===== src/sv/rgcl_pkg.sv =====
// Shared types and constants for the radial grid cell locator.
// Used by rgcl_dp, rgcl_ctrl and radial_grid_cell_locator; depends on nothing.
package rgcl_pkg;

    // Table depth and derived widths
    localparam int MAX_RINGS = 1024;
    localparam int IDX_W     = $clog2(MAX_RINGS);
    localparam int N_W       = $clog2(MAX_RINGS + 1);
    localparam int RAW_W     = 36;

    // Field widths
    localparam int OP_W   = 2;
    localparam int Q_W    = 32;
    localparam int CFG_IW = 3;

    // ln(2) in Q0.32
    localparam logic [31:0] LN2_Q32 = 32'd2977044472;

    // Operation codes
    localparam logic [OP_W-1:0] OP_CENTRE = 2'd0;
    localparam logic [OP_W-1:0] OP_EDGE   = 2'd1;

    // Grid modes
    localparam logic [1:0] MODE_LOG    = 2'd0;
    localparam logic [1:0] MODE_EXP    = 2'd1;
    localparam logic [1:0] MODE_ARITH  = 2'd2;
    localparam logic [1:0] MODE_CUSTOM = 2'd3;

    // Register indexes
    localparam logic [CFG_IW-1:0] REG_GRID_MODE   = 3'd0;
    localparam logic [CFG_IW-1:0] REG_INNER       = 3'd1;
    localparam logic [CFG_IW-1:0] REG_OFFSET      = 3'd2;
    localparam logic [CFG_IW-1:0] REG_RING_COUNT  = 3'd3;
    localparam logic [CFG_IW-1:0] REG_INV_SPACING = 3'd4;
    localparam logic [CFG_IW-1:0] REG_INV_LOG_GR  = 3'd5;
    localparam logic [CFG_IW-1:0] REG_SCALE       = 3'd6;
    localparam logic [CFG_IW-1:0] REG_LOG_INNER   = 3'd7;

    typedef enum logic [4:0] {
        S_IDLE, S_DECODE, S_WRITE, S_PREP, S_NORM, S_LOADM, S_SQR,
        S_LNMUL, S_LNRND, S_LNADJ, S_IDXMUL, S_IDXFIN, S_CHK_RD, S_CHK_CMP,
        S_SRCH_RD, S_SRCH_CMP, S_CLAMP, S_DONE
    } state_t;

    typedef enum logic [1:0] {
        MS_ARG, MS_LN, MS_IDX
    } mul_sel_t;

    typedef struct packed {
        logic     capture;
        logic     ram_write;
        logic     mul_en;
        mul_sel_t mul_sel;
        logic     prep_x;
        logic     raw_neg1;
        logic     raw_arith;
        logic     norm_step;
        logic     load_m;
        logic     sq_step;
        logic     ln_round;
        logic     ln_adjust;
        logic     raw_idx;
        logic     raw_chk;
        logic     srch_clr;
        logic     srch_inc;
        logic     raw_srch;
        logic     res_clamp;
        logic     res_zero;
        logic     out_load;
    } cmd_t;

    typedef struct packed {
        logic [OP_W-1:0] op;
        logic [1:0]      mode;
        logic            arg_bad;
        logic            norm_last;
        logic            sq_last;
        logic            raw_in_range;
        logic            srch_end;
        logic            rd_lt;
        logic            out_free;
    } st_t;

endpackage


===== src/sv/rgcl_ctrl.sv =====
// Controller state machine: sequences capture, table writes, log, index,
// table checks, search and result delivery. Depends on rgcl_pkg.
module rgcl_ctrl (
    input  logic           clk,
    input  logic           rst_n,
    input  logic           in_valid,
    output logic           in_ready,
    input  rgcl_pkg::st_t  st,
    output rgcl_pkg::cmd_t cmd
);
    import rgcl_pkg::*;

    state_t state_reg, state_next;

    always_ff @(posedge clk or negedge rst_n)
    begin
        if (!rst_n)
            state_reg <= S_IDLE;
        else
            state_reg <= state_next;
    end

    // Next state and commands
    always_comb
    begin
        state_next  = state_reg;
        cmd         = '0;
        cmd.mul_sel = MS_ARG;
        in_ready    = 1'b0;
        unique case (state_reg)
            S_IDLE:
            begin
                in_ready = 1'b1;
                if (in_valid)
                begin
                    cmd.capture = 1'b1;
                    state_next  = S_DECODE;
                end
            end
            S_DECODE:
            begin
                if (st.op[1])
                    state_next = S_WRITE;
                else if (st.mode == MODE_CUSTOM)
                begin
                    cmd.srch_clr = 1'b1;
                    state_next   = S_SRCH_RD;
                end
                else
                begin
                    cmd.mul_en = 1'b1;
                    state_next = S_PREP;
                end
            end
            S_WRITE:
            begin
                cmd.ram_write = 1'b1;
                cmd.res_zero  = 1'b1;
                state_next    = S_DONE;
            end
            S_PREP:
            begin
                if (st.mode == MODE_ARITH)
                begin
                    cmd.raw_arith = 1'b1;
                    state_next    = (st.op == OP_CENTRE) ? S_CHK_RD : S_CLAMP;
                end
                else if (st.arg_bad)
                begin
                    cmd.raw_neg1 = 1'b1;
                    state_next   = S_CLAMP;
                end
                else
                begin
                    cmd.prep_x = 1'b1;
                    state_next = S_NORM;
                end
            end
            S_NORM:
            begin
                cmd.norm_step = 1'b1;
                if (st.norm_last)
                    state_next = S_LOADM;
            end
            S_LOADM:
            begin
                cmd.load_m = 1'b1;
                state_next = S_SQR;
            end
            S_SQR:
            begin
                cmd.sq_step = 1'b1;
                if (st.sq_last)
                    state_next = S_LNMUL;
            end
            S_LNMUL:
            begin
                cmd.mul_en  = 1'b1;
                cmd.mul_sel = MS_LN;
                state_next  = S_LNRND;
            end
            S_LNRND:
            begin
                cmd.ln_round = 1'b1;
                state_next   = (st.mode == MODE_LOG && st.op == OP_EDGE) ? S_LNADJ
                                                                         : S_IDXMUL;
            end
            S_LNADJ:
            begin
                cmd.ln_adjust = 1'b1;
                state_next    = S_IDXMUL;
            end
            S_IDXMUL:
            begin
                cmd.mul_en  = 1'b1;
                cmd.mul_sel = MS_IDX;
                state_next  = S_IDXFIN;
            end
            S_IDXFIN:
            begin
                cmd.raw_idx = 1'b1;
                state_next  = (st.mode == MODE_EXP && st.op == OP_CENTRE) ? S_CHK_RD
                                                                          : S_CLAMP;
            end
            S_CHK_RD:
            begin
                state_next = st.raw_in_range ? S_CHK_CMP : S_CLAMP;
            end
            S_CHK_CMP:
            begin
                cmd.raw_chk = 1'b1;
                state_next  = S_CLAMP;
            end
            S_SRCH_RD:
            begin
                if (st.srch_end)
                begin
                    cmd.raw_srch = 1'b1;
                    state_next   = S_CLAMP;
                end
                else
                    state_next = S_SRCH_CMP;
            end
            S_SRCH_CMP:
            begin
                if (st.rd_lt)
                begin
                    cmd.srch_inc = 1'b1;
                    state_next   = S_SRCH_RD;
                end
                else
                begin
                    cmd.raw_srch = 1'b1;
                    state_next   = S_CLAMP;
                end
            end
            S_CLAMP:
            begin
                cmd.res_clamp = 1'b1;
                state_next    = S_DONE;
            end
            S_DONE:
            begin
                if (st.out_free)
                begin
                    cmd.out_load = 1'b1;
                    state_next   = S_IDLE;
                end
            end
            default:
            begin
                state_next = S_IDLE;
            end
        endcase
    end

endmodule


===== config.mk =====
export PLATFORM = sky130hd
export DESIGN_NAME = rgcl_ctrl
export DESIGN_NICKNAME = d
export VERILOG_FILES = /design/src/sv/rgcl_pkg.sv /design/src/sv/rgcl_ctrl.sv
export SDC_FILE = /design/constraint.sdc
export NUM_CORES = 1
export LEC_CHECK = 0
export ABC_AREA = 1
export BUFFER_PORTS_ARGS = -buffer_cell sky130_fd_sc_hd__buf_2
export CAP_MARGIN = 20
export CORE_MARGIN = 1.5
export CORE_UTILIZATION = 44
export DETAILED_ROUTE_END_ITERATION = 12
export HOLD_SLACK_MARGIN = 0.15
export PLACE_DENSITY_LB_ADDON = 0.12
export SLEW_MARGIN = 20
export SYNTH_ARGS = -nofsm -noshare
export SYNTH_HDL_FRONTEND = slang
export SYNTH_SLANG_ARGS = --single-unit
export TNS_END_PERCENT = 10

===== constraint.sdc =====
create_clock -name clk -period 1.3 [get_ports clk]
set_input_delay 0.13 -clock clk [delete_from_list [all_inputs] [get_ports clk]]
set_output_delay 0.13 -clock clk [all_outputs]
set_load 0.02 [all_outputs]

Word level (Yosys, flattened, before mapping)
Cells that the tools add are included.
Widths: inputs -> output; s select.
{ "word_totals": {"input_bits": 14, "latchBits": 0, "wordCells": 80, "ram_bits": 0, "out_inout_bits": 22, "memories": 0, "register_bits": 5, "mem_bits_ro": 0} }
{ "classes": {"multipliers": 0, "shift": 0, "bitwise": 0, "mux": 46, "n_eq_ne": 25, "magnitude_cmp": 0, "add_sub_neg": 0, "div_mod_pow": 0, "reduce_logical": 8} }
{ "op_table": {"columns": ["cell", "count"], "rows": [
  ["$pmux 5 s17", 1],
  ["$mux 5", 12],
  ["$eq 5x4->1 const B", 8],
  ["$mux 1", 26],
  ["$eq 5x3->1 const B", 4],
  ["$eq 5x2->1 const B", 2],
  ["$eq 5x5->1 const B", 2],
  ["$ne 2x2->1 const B", 4],
  ["$eq 5x1->1 const B", 1],
  ["$logic_not 5->1", 1],
  ["$eq 2x1->1 const B", 2],
  ["$eq 2x2->1 const B", 2],
  ["$logic_not 2->1", 2],
  ["$mux 2", 2],
  ["$mux 4", 1],
  ["$pmux 1 s2", 2],
  ["$pmux 2 s2", 1],
  ["$reduce_and 4->1", 1],
  ["$reduce_or 2->1", 2],
  ["$mux 3", 1],
  ["$logic_and 1x1->1", 2]
]} }

Depth between registers and ports, before layout
Gate-level depths: netlist of run 1.
{ "depth": {"word_depth": 4, "mapped_depth": 9, "mapped_depth_nobuf": 9} }

Least setup slack after synthesis of run 1
No wires, ideal clock.
{ "synth_timing": {"path_kind": "reg-to-output", "start": "register state_reg[4]", "end": "output cmd[18] in the netlist's numbering", "arrival_ns": 1.402, "path_buffers": 1, "slack_ns": -0.232, "required_time_ns": 1.170, "path_stages_with_launch": 7, "path_cell_list": "dfrtp_1 -> buf_8 -> inv_2 -> nand3_1 -> nor2_1 -> nor2_1 -> o21ai_0"} }
{ "synth_lines": {"columns": ["element", "line", "rtl"], "rows": [
  ["start: declaration", "rgcl_ctrl.sv:13", "state_t state_reg, state_next;"],
  ["start signal: assignment", "rgcl_ctrl.sv:20", "state_reg <= state_next;"],
  ["end: declaration", "rgcl_ctrl.sv:9", "output rgcl_pkg::cmd_t cmd"]
]} }

==> results.md, run 1 <==
- Most used cell, CP: nor2_2
- Yosys reg bits: 5
- Share of cells above drive strength 1: 0.551
- Num Clock Sinks: 5
- GRT Util Overall: 0.261
- Worst R2R Setup Slack: -0.16 ns
- Post-Syn Area: 686 µm²
- Starting Density: 0.461
- # port buffers: 35
- Die Wd: about 42 µm
- Maxcap violations: 0
- Number of I/O pins: 36
- Critical-path cell list: nor2_4 -> buf_4 -> nand2_2 -> nor2_2 -> nor2_2 -> o21ai_2 -> buf_6
- Mean Syn Cell Area: 5.62 µm²
- Max reg flops: 5
- Worst Path Max Fanout: 5
- Detail Route Antenna Nets: 0
- Wire per inst: 12.9 µm
- Post-synthesis sequential area ratio: 0.182
- Pwr per Cell Area: 2010 nW/µm²
- Drt total wl: 2.48 mm
- Setup TNS: -4.26 ns
- Worst VDD drop: 1.29 mV
- CTS tree: yes
- Total gr overflow: 0
- Syn-to-layout area delta: 74.1%
- Worst min path class: input port to asynchronous set/reset pin
- H-Tree Depth: 1
- Global-route wire length before repair: 3.63 mm
- Worst r2r dst: state_reg[0]$_DFFE_PN0P_
- Final setup viols: 26
- Failing checks: setup timing
- Fin crit period: 1.53 ns
- Critical path's slowest cell: dfrtp_2
- Count of nets after finishing: about 190
- Dpl cells: about 180
- Achievable Freq: 652 MHz
- RSZ-0062 raised after global routing: true
- Vias after detailed routing: 1018
- Dpl cell area: 910 µm²
- Drt drc: 0
- Initial antenna violation count: 0
- Worst reg2reg path startpoint: state_reg[4]$_DFFE_PN0P_
- Routability cong.: 0.909
- Pwr Total: 2.41 mW
- Clk_lat worst skew: 0.26 ns
- Critical Path Start Type: register
- Fin crit share: 1.18
- Detailed placement HPWL: 1.55 mm
- Synth unique cells: 20
- Via-per-instance ratio: 5.30
- Synth warn: 0
- Fin. max-slew vios: 0
- Final Hold Fails: 0
- Inserted Diodes: 0
- Initial DRC Count: 41
- Root Driver: clkbuf_4
- Clock transition at path regs: 0.05 ns
- Die Area: around 1800 µm²
- Largest cells by area after synthesis: dfrtp_1 (18%), nand2_1 (13%), inv_1 (13%), nor2_1 (12%), nand3_1 (7.3%)
- Clock buffer depth: 2
- DRT Pass-1 Iters: 4
- Vias in the first global route: 878
- Top cell type's share of synthesized area: 0.182
- FF-to-FF path depth: 8
- Critical Path RT: 1.17 ns
- Fillers: 97
- Post-Route Skew: 0.00850 ns
- CP max stage delay: 0.46 ns
- Post-route cell area: around 1200 µm²
- Final Non-Filler Cells: 192
- Critical Path AT: roughly 1.4 ns
- Setup WS post-layout: -0.234 ns
- Status: finished with violations
- Syn_nets: between 100 and 150
- TritonCTS buffer count: 3
- Synth area leader: dfrtp_1
- DIE HEIGHT: 42.5 µm
- Lkg Pwr: 0.670 nW
- Largest net degree at the start of global routing: 7
- Worst-Margin Slew: 0.230 ns
- Cell count after synthesis: between 100 and 150
- Slew Limit Headroom: 0.846
- Core Area: 1490 µm²
- Crit path capture type: output port
- Critical path class: register to output port
- Num rows: 14
- Fin Hold WS: between 0.2 and 0.25 ns
==> worst max path at each step <==
stage / slack [ns] / to / start / depth (start not counted)
floorplan: -0.05 / cmd[14] / state_reg[0]$_DFFE_PN0P_ / 4
CTS: -0.21 / cmd[18] / state_reg[0]$_DFFE_PN0P_ / 7
global placement: -0.08 / cmd[18] / state_reg[1]$_DFFE_PN0P_ / 8
detailed placement: -0.08 / cmd[18] / state_reg[1]$_DFFE_PN0P_ / 8
global route: -0.30 / cmd[18] / state_reg[1]$_DFFE_PN0P_ / 8
finish: -0.23 / cmd[18] / state_reg[3]$_DFFE_PN0P_ / 7
==> placed cells by master, fill, tap and decap left out, types with 2 or more instances in the layout <==
| cell | count |
|---|---|
| buf_2 | 15 |
| buf_4 | 28 |
| buf_6 | 8 |
| clkbuf_4 | 3 |
| dfrtp_2 | 5 |
| inv_1 | 19 |
| inv_2 | 6 |
| nand2_1 | 21 |
| nand2_2 | 6 |
| nand2_4 | 2 |
| nand3_1 | 8 |
| nand3_2 | 2 |
| nand4_1 | 4 |
| nor2_1 | 16 |
| nor2_2 | 5 |
| nor2_4 | 9 |
| nor3_1 | 2 |
| nor3_2 | 3 |
| o21ai_0 | 3 |
| o21ai_2 | 4 |
==> where the power goes <==
group | internal (mW) | leakage (nW) | switching (mW)
sequential | 0.240 | 0.0581 | 0.140
clock | 0.117 | 0.0150 | 0.0805
combinational | 0.761 | 0.597 | 1.07
total | 1.12 | 0.670 | 1.29
==> cell usage after synthesis <==
library cell and count:
inv_2 3, buf_8 1, nor2_1 22, nor3_2 1
o21ai_0 4, buf_4 1, nand3_1 10, nor3_1 4
a31oi_1 1, nand4_1 4, nand2_2 5, nor2_2 5
nand3b_1 1, nor2_4 3, nand2_1 24, a21oi_1 1
inv_1 23, o21ai_1 2, dfrtp_1 5, o21ai_2 2
==> routing by layer <==
layer  wire [µm]  global-route usage
met5           0                   0
met4          97               0.119
met3         180              0.0388
met2        1220               0.455
met1         986               0.311
==> critical path: cells and delay by family, from the launching register on <==
kind                   cells  cell delay, ns
DFF                        1            0.46
AOI/OAI and AO/OA          1            0.06
buffers and inverters      2            0.26
and+or+nand+nor            4            0.37
==> repair_timing <==
action                                 4_1_cts  5_1_grt
setup buffers                                7        4
endpoints found under the hold margin        5        0
gates cloned                                 0        0
hold buffers                                 1        0
setup endpoints to repair                   25       27
gates resized for setup                     33       24
pin swaps                                    8        8
==> through the flow <==
step / util / worst slack (ns)
floorplan: - / -0.0519
global placement: 0.611 / -0.0838
detailed placement: 0.611 / -0.0828
CTS: 0.730 / -0.213
global route: 0.802 / -0.302
finish: 0.802 / -0.234
==> area by class of cell <==
cell class	count	area, µm²	area share
Tap cell	16	20.0	0.0168
Multi-Input combinational cell	89	531	0.444
Sequential cell	5	131	0.110
Clock buffer	4	26.3	0.0220
Timing Repair Buffer	52	385	0.323
Inverter	26	100	0.0839
==> kinds of logic after synthesis <==
| kind of cell | Yosys count | synth area share |
|---|---|---|
| buffers and inverters | 28 | 0.175 |
| AND/OR/NAND/NOR | 79 | 0.557 |
| flip-flops | 5 | 0.182 |
| AO/OA/AOI/OAI | 10 | 0.0858 |
Power figures use the tool's default switching activity.
==> run 2: changes to the inputs <==
MAX_ROUTING_LAYER = met4   (was default)
==> run 2 against run 1 <==
Against the previous run: the flow still finishes with violations (setup timing); setup slack worse by 0.042 ns; register-to-register slack worse by 0.04 ns; first-iteration DRC count is 17% higher; power is 7.4% higher; cell count is 1.6% higher; core utilization is 5.2 points higher; sequential cell count stayed put; count of clock-buffer cells in the layout stayed put; non-clock buffer count is 3 higher; critical path type unchanged; critical endpoint is now cmd[3]; largest cell class unchanged.
==> results.md, run 2 (synthesis results as in run 1) <==
- Vias after detailed routing: 1053 (was 1018)
- Initial DRC Count: 48 (was 41)
- Final setup viols: 27 (was 26)
- Num rows: 14 (unchanged)
- # port buffers: 35 (unchanged)
- Die Area: 1800 µm² (unchanged)
- Most frequent cells in the layout: buf_4 (24), inv_1 (20), nand2_1 (19) (was buf_4 (28), nand2_1 (21), inv_1 (19))
- GRT Util Overall: 0.295 (was 0.261)
- RSZ-0062 raised after global routing: true (unchanged)
- Clock buffer depth: 2 (unchanged)
- Lkg Pwr: 0.701 nW (was 0.670 nW)
- Pwr per Cell Area: 2030 nW/µm² (was 2010 nW/µm²)
- Detail Route Antenna Nets: 0 (unchanged)
- DIE HEIGHT: 42.5 µm (unchanged)
- Maxcap violations: 0 (unchanged)
- Setup TNS: -4.61 ns (was -4.26 ns)
- Share of cells above drive strength 1: 0.559 (was 0.551)
- Count of nets after finishing: 194 (was 191)
- Via-per-instance ratio: 5.40 (was 5.30)
- Global-route wire length before repair: 3.97 mm (was 3.63 mm)
- Critical Path Start Type: register (unchanged)
- Delay-heaviest family, CP: flip-flops (unchanged)
- TritonCTS buffer count: 3 (unchanged)
- Total gr overflow: 0 (unchanged)
- Drt drc: 0 (unchanged)
- Core Area: 1490 µm² (unchanged)
- Achievable Freq: 634 MHz (was 652 MHz)
- Critical path class: register to output port (unchanged)
- Critical path's slowest cell: dfrtp_2 (unchanged)
- Fin crit share: 1.21 (was 1.18)
- Worst Path Max Fanout: 4 (was 5)
- Number of I/O pins: 36 (unchanged)
- Wire per inst: 14.7 µm (was 12.9 µm)
- Fillers: 90 (was 97)
- Worst VDD drop: 1.32 mV (was 1.29 mV)
- Drt total wl: 2.86 mm (was 2.48 mm)
- Die Wd: 42.5 µm (unchanged)
- Worst path buffer plus inverter count: 2 (unchanged)
- Max reg flops: 5 (unchanged)
- Final Hold Fails: 0 (unchanged)
- Most used cell, CP: buf_6 (was nor2_2)
- Fin. max-slew vios: 0 (unchanged)
- Starting Density: 0.461 (unchanged)
- Area taken by multi-input logic gates: 558 µm² (was 531 µm²)
- Detailed placement HPWL: 1.58 mm (was 1.55 mm)
- Clk_lat worst skew: 0.24 ns (was 0.26 ns)
- Inserted Diodes: 0 (unchanged)
- H-Tree Depth: 1 (unchanged)
- Slew Limit Headroom: 0.828 (was 0.846)
- Setup WS post-layout: -0.276 ns (was -0.234 ns)
- Critical-path cell list: buf_6 -> nor2_4 -> nand2_2 -> o21ai_2 -> buf_6 (was nor2_4 -> buf_4 -> nand2_2 -> nor2_2 -> nor2_2 -> o21ai_2 -> buf_6)
- DRT Pass-1 Iters: 4 (unchanged)
- Routability cong.: 0.918 (was 0.909)
- Fin Hold WS: 0.256 ns (was 0.214 ns)
- CP max stage delay: 0.45 ns (was 0.46 ns)
- Status: finished with violations (unchanged)
- Clock transition at path regs: 0.04 ns (was 0.05 ns)
- Largest net degree at the start of global routing: 7 (unchanged)
- Root Driver: clkbuf_4 (unchanged)
- Flip-flop and latch area: 130 µm² (was 131 µm²)
- Critical Path AT: 1.45 ns (was 1.40 ns)
- Failing checks: setup timing (unchanged)
- Pre-CTS WS: -0.0788 ns (was -0.0828 ns)
- Post-Route Skew: 0.000709 ns (was 0.00850 ns)
- Worst min path class: input port to asynchronous set/reset pin (unchanged)
- Worst-Margin Slew: 0.258 ns (was 0.230 ns)
- Critical Path RT: 1.17 ns (about the same)
- Crit path capture type: output port (unchanged)
- Fin crit period: 1.58 ns (was 1.53 ns)
- Vias in the first global route: 966 (was 878)
- Syn-to-layout area delta: 85.4% (was 74.1%)
- CTS tree: yes (unchanged)
- Commonest non-fill, non-tap cell in the layout: buf_4 (unchanged)
- Num Clock Sinks: 5 (unchanged)
- Initial antenna violation count: 0 (unchanged)
## run 2: final cells by class
class	instances	area share
clock buffers	4	0.0207
multi-input cells	89	0.439
well taps	16	0.0157
flip-flops and latches	5	0.102
repair buffers	55	0.344
inverters	26	0.0787
## run 2: report_power, final
| part | internal (mW) | total (mW) | switching (mW) |
|---|---|---|---|
| clock | 0.116 | 0.182 | 0.0662 |
| sequential | 0.238 | 0.366 | 0.128 |
| combinational | 0.859 | 2.03 | 1.18 |
| total | 1.21 | 2.58 | 1.37 |
## run 2: layer usage
layer / share of wire / vias to the layer above / wire length [µm] / GRT usage
li1: - / 489 / - / -
met1: 0.38 / 462 / 1070 / 0.327
met2: 0.49 / 75 / 1400 / 0.492
met3: 0.074 / 27 / 211 / 0.0474
met4: 0.059 / 0 / 170 / 0.175
met5: 0 / - / 0 / -
## run 2: timing repair
| action | CTS | global route |
|---|---|---|
| buffers inserted | 7 | 6 |
| setup endpoints to repair | 25 | 27 |
| resized for setup | 35 | 30 |
| pin swaps | 7 | 9 |
| gates cloned | 0 | 0 |
| hold endpoints to repair | 5 | 0 |
| hold buffers | 1 | 0 |
## run 2: path summary, 6_finish.rpt
kind / startpoint / endpoint / slack [ns] / cells past startpoint
setup / recovery: state_reg[4]$_DFFE_PN0P_ / cmd[3] / -0.28 / 5
hold / removal: rst_n / state_reg[1]$_DFFE_PN0P_ / 0.26 / 2
setup reg to reg: state_reg[4]$_DFFE_PN0P_ / state_reg[0]$_DFFE_PN0P_ / -0.20 / 8
hold reg to reg: state_reg[2]$_DFFE_PN0P_ / state_reg[1]$_DFFE_PN0P_ / 0.79 / 3
max in group asynchronous: rst_n / state_reg[0]$_DFFE_PN0P_ / 0.89 / 2
min in group clk: st[3] / state_reg[4]$_DFFE_PN0P_ / 0.27 / 4
## run 2: metrics by stage
| stage | total power, mW | std cells | instance area [µm²] | utilization |
|---|---|---|---|---|
| finish | 2.58 | 195 | 1270 | 0.854 |
| global route | 2.74 | 195 | 1270 | 0.854 |
| CTS | 2.10 | 189 | 1110 | 0.746 |
| detailed placement | 1.60 | 177 | 917 | 0.616 |
| global placement | 1.59 | 177 | 917 | 0.616 |
| floorplan | 1.23 | 122 | 699 | - |
==> run 3: changes to the inputs <==
RECOVER_POWER = 50   (was default)
==> run 3 against run 2 <==
Against the previous run: clock power about the same; largest power group unchanged; the run still ends with setup timing left; cell count unchanged; sequential power about the same; setup slack better by 0.0038 ns.
==> results.md, run 3 (synthesis results as in run 1) <==
- Status: finished with violations (unchanged)
- Critical path's slowest cell: dfrtp_2 (unchanged)
- Critical path class: register to output port (unchanged)
- DRT Pass-1 Iters: 4 (unchanged)
- Achievable Freq: 636 MHz (was 634 MHz)
- Starting Density: 0.461 (unchanged)
- Pwr per Cell Area: 2030 nW/µm² (about the same)
- Most frequent cells in the layout: buf_4 (24), inv_1 (20), nand2_1 (19) (unchanged)
- Vias after detailed routing: 1065 (was 1053)
- TritonCTS buffer count: 3 (unchanged)
- Number of I/O pins: 36 (unchanged)
- Detail Route Antenna Nets: 0 (unchanged)
- Dpl cells: 177 (unchanged)
- Commonest non-fill, non-tap cell in the layout: buf_4 (unchanged)
- Worst min path class: input port to register (was input port to asynchronous set/reset pin)
- Clk_lat worst skew: 0.24 ns (about the same)
- Most used cell, CP: buf_6 (unchanged)
- Critical Path AT: 1.44 ns (was 1.45 ns)
- Drt total wl: 2.86 mm (about the same)
- Worst reg2reg path startpoint: state_reg[4]$_DFFE_PN0P_ (unchanged)
- Initial antenna violation count: 0 (unchanged)
- Num Clock Sinks: 5 (unchanged)
- Post-route cell area: 1270 µm² (about the same)
- Num rows: 14 (unchanged)
- H-Tree Depth: 1 (unchanged)
- Lkg Pwr: 0.698 nW (was 0.701 nW)
- Maxcap violations: 0 (unchanged)
- Fin crit period: 1.57 ns (was 1.58 ns)
- Critical-path cell list: buf_6 -> nor2_4 -> nand2_2 -> o21ai_2 -> buf_6 (unchanged)
- Final core utilization: 0.853 (was 0.854)
- GRT Util Overall: 0.295 (unchanged)
- Wire per inst: 14.7 µm (about the same)
- Routability cong.: 0.918 (unchanged)
- Fin crit share: 1.21 (about the same)
- Drt drc: 0 (unchanged)
- Die Wd: 42.5 µm (unchanged)
- Dpl cell area: 917 µm² (unchanged)
- Slew Limit Headroom: 0.795 (was 0.828)
- Setup WS post-layout: -0.273 ns (was -0.276 ns)
- Via-per-instance ratio: 5.46 (was 5.40)
- Fin. max-slew vios: 0 (unchanged)
- Count of nets after finishing: 194 (unchanged)
- Worst R2R Setup Slack: -0.19 ns (was -0.20 ns)
- RSZ-0062 raised after global routing: true (unchanged)
- Worst Path Max Fanout: 4 (unchanged)
- Worst path buffer plus inverter count: 2 (unchanged)
- Global-route wire length before repair: 3.97 mm (unchanged)
- Critical Path Start Type: register (unchanged)
- Vias in the first global route: 966 (unchanged)
- CP startpoint: state_reg[4]$_DFFE_PN0P_ (unchanged)
- Post-Route Skew: 0.000227 ns (was 0.000709 ns)
- Final setup viols: 27 (unchanged)
- # port buffers: 35 (unchanged)
- Crit path capture type: output port (unchanged)
- Final Hold Fails: 0 (unchanged)
- Initial DRC Count: 51 (was 48)
- Min-delay src: st[3]
- Root Driver: clkbuf_4 (unchanged)
- CP max stage delay: 0.45 ns (about the same)
- Final Non-Filler Cells: 195 (unchanged)
- CTS tree: yes (unchanged)
- Critical Path RT: 1.17 ns (about the same)
- Worst-Margin Slew: 0.307 ns (was 0.258 ns)
- Failing checks: setup timing (unchanged)
- Pwr Total: 2.58 mW (about the same)
- Fillers: 91 (was 90)
- Die Area: 1800 µm² (unchanged)
- Pre-CTS WS: -0.0788 ns (unchanged)
- Clock buffer depth: 2 (unchanged)
- Largest net degree at the start of global routing: 7 (unchanged)
- Inserted Diodes: 0 (unchanged)
- Clock transition at path regs: 0.04 ns (about the same)
- Total gr overflow: 0 (unchanged)
- Syn-to-layout area delta: 85.2% (was 85.4%)
- Share of cells above drive strength 1: 0.553 (was 0.559)
- DIE HEIGHT: 42.5 µm (unchanged)
- Detailed placement HPWL: 1.58 mm (unchanged)
- Core Area: 1490 µm² (unchanged)
- Max reg flops: 5 (unchanged)
- Setup TNS: -4.50 ns (was -4.61 ns)
- Worst VDD drop: 1.32 mV (about the same)
- Delay-heaviest family, CP: flip-flops (unchanged)
- Fin Hold WS: 0.277 ns (was 0.256 ns)
-- run 3: cell count changes in the layout (fill, tap and decap cells not counted) --
| cell | previous run | this run |
|---|---|---|
| clkbuf_1 | 1 | 2 |
| buf_2 | 16 | 15 |
-- run 3: power by group --
| part | internal (mW) | total [mW] | leakage (nW) | switching [mW] |
|---|---|---|---|---|
| clock network | 0.116 | 0.179 | 0.0150 | 0.0630 |
| registers | 0.238 | 0.366 | 0.0594 | 0.128 |
| logic | 0.859 | 2.03 | 0.624 | 1.17 |
| total | 1.21 | 2.58 | 0.698 | 1.36 |
-- run 3: worst paths after layout --
kind                                       endpoint  cells after the start
min in group asynchronous  state_reg[1]$_DFFE_PN0P_                      2
max in group asynchronous  state_reg[2]$_DFFE_PN0P_                      2
max                                          cmd[3]                      5
min reg2reg                state_reg[1]$_DFFE_PN0P_                      3
max reg2reg                state_reg[0]$_DFFE_PN0P_                      8
min                        state_reg[4]$_DFFE_PN0P_                      4
-- run 3: repair_timing --
action | in CTS | in global routing
setup buffers | 7 | 6
gates cloned | 0 | 0
pin swaps | 7 | 9
resized for setup | 35 | 30
hold buffers | 1 | 0
setup endpoints to repair | 25 | 27
hold endpoints to repair | 5 | 0
-- run 3: final cells by class --
| class | count | area, µm² | share of cell area |
|---|---|---|---|
| timing repair buffer | 55 | 435 | 0.343 |
| clock buffer | 4 | 26.3 | 0.0207 |
| tap | 16 | 20.0 | 0.0158 |
| inverter | 26 | 100 | 0.0788 |
| sequential | 5 | 130 | 0.102 |
| multi-input combinational | 89 | 558 | 0.439 |
-- run 3: metal layers --
| layer | global-route usage | vias up | wire (µm) |
|---|---|---|---|
| li1 | - | 491 | - |
| met1 | 0.327 | 467 | 1090 |
| met2 | 0.492 | 80 | 1380 |
| met3 | 0.0474 | 27 | 208 |
| met4 | 0.175 | 0 | 190 |
| met5 | - | - | 0 |
-- run 3: worst reg2reg max path, delay by kind of cell, from the launching register on --
family | cells | cell delay [ns]
simple gates | 6 | 0.65
flops | 1 | 0.45
buf+inv | 2 | 0.28
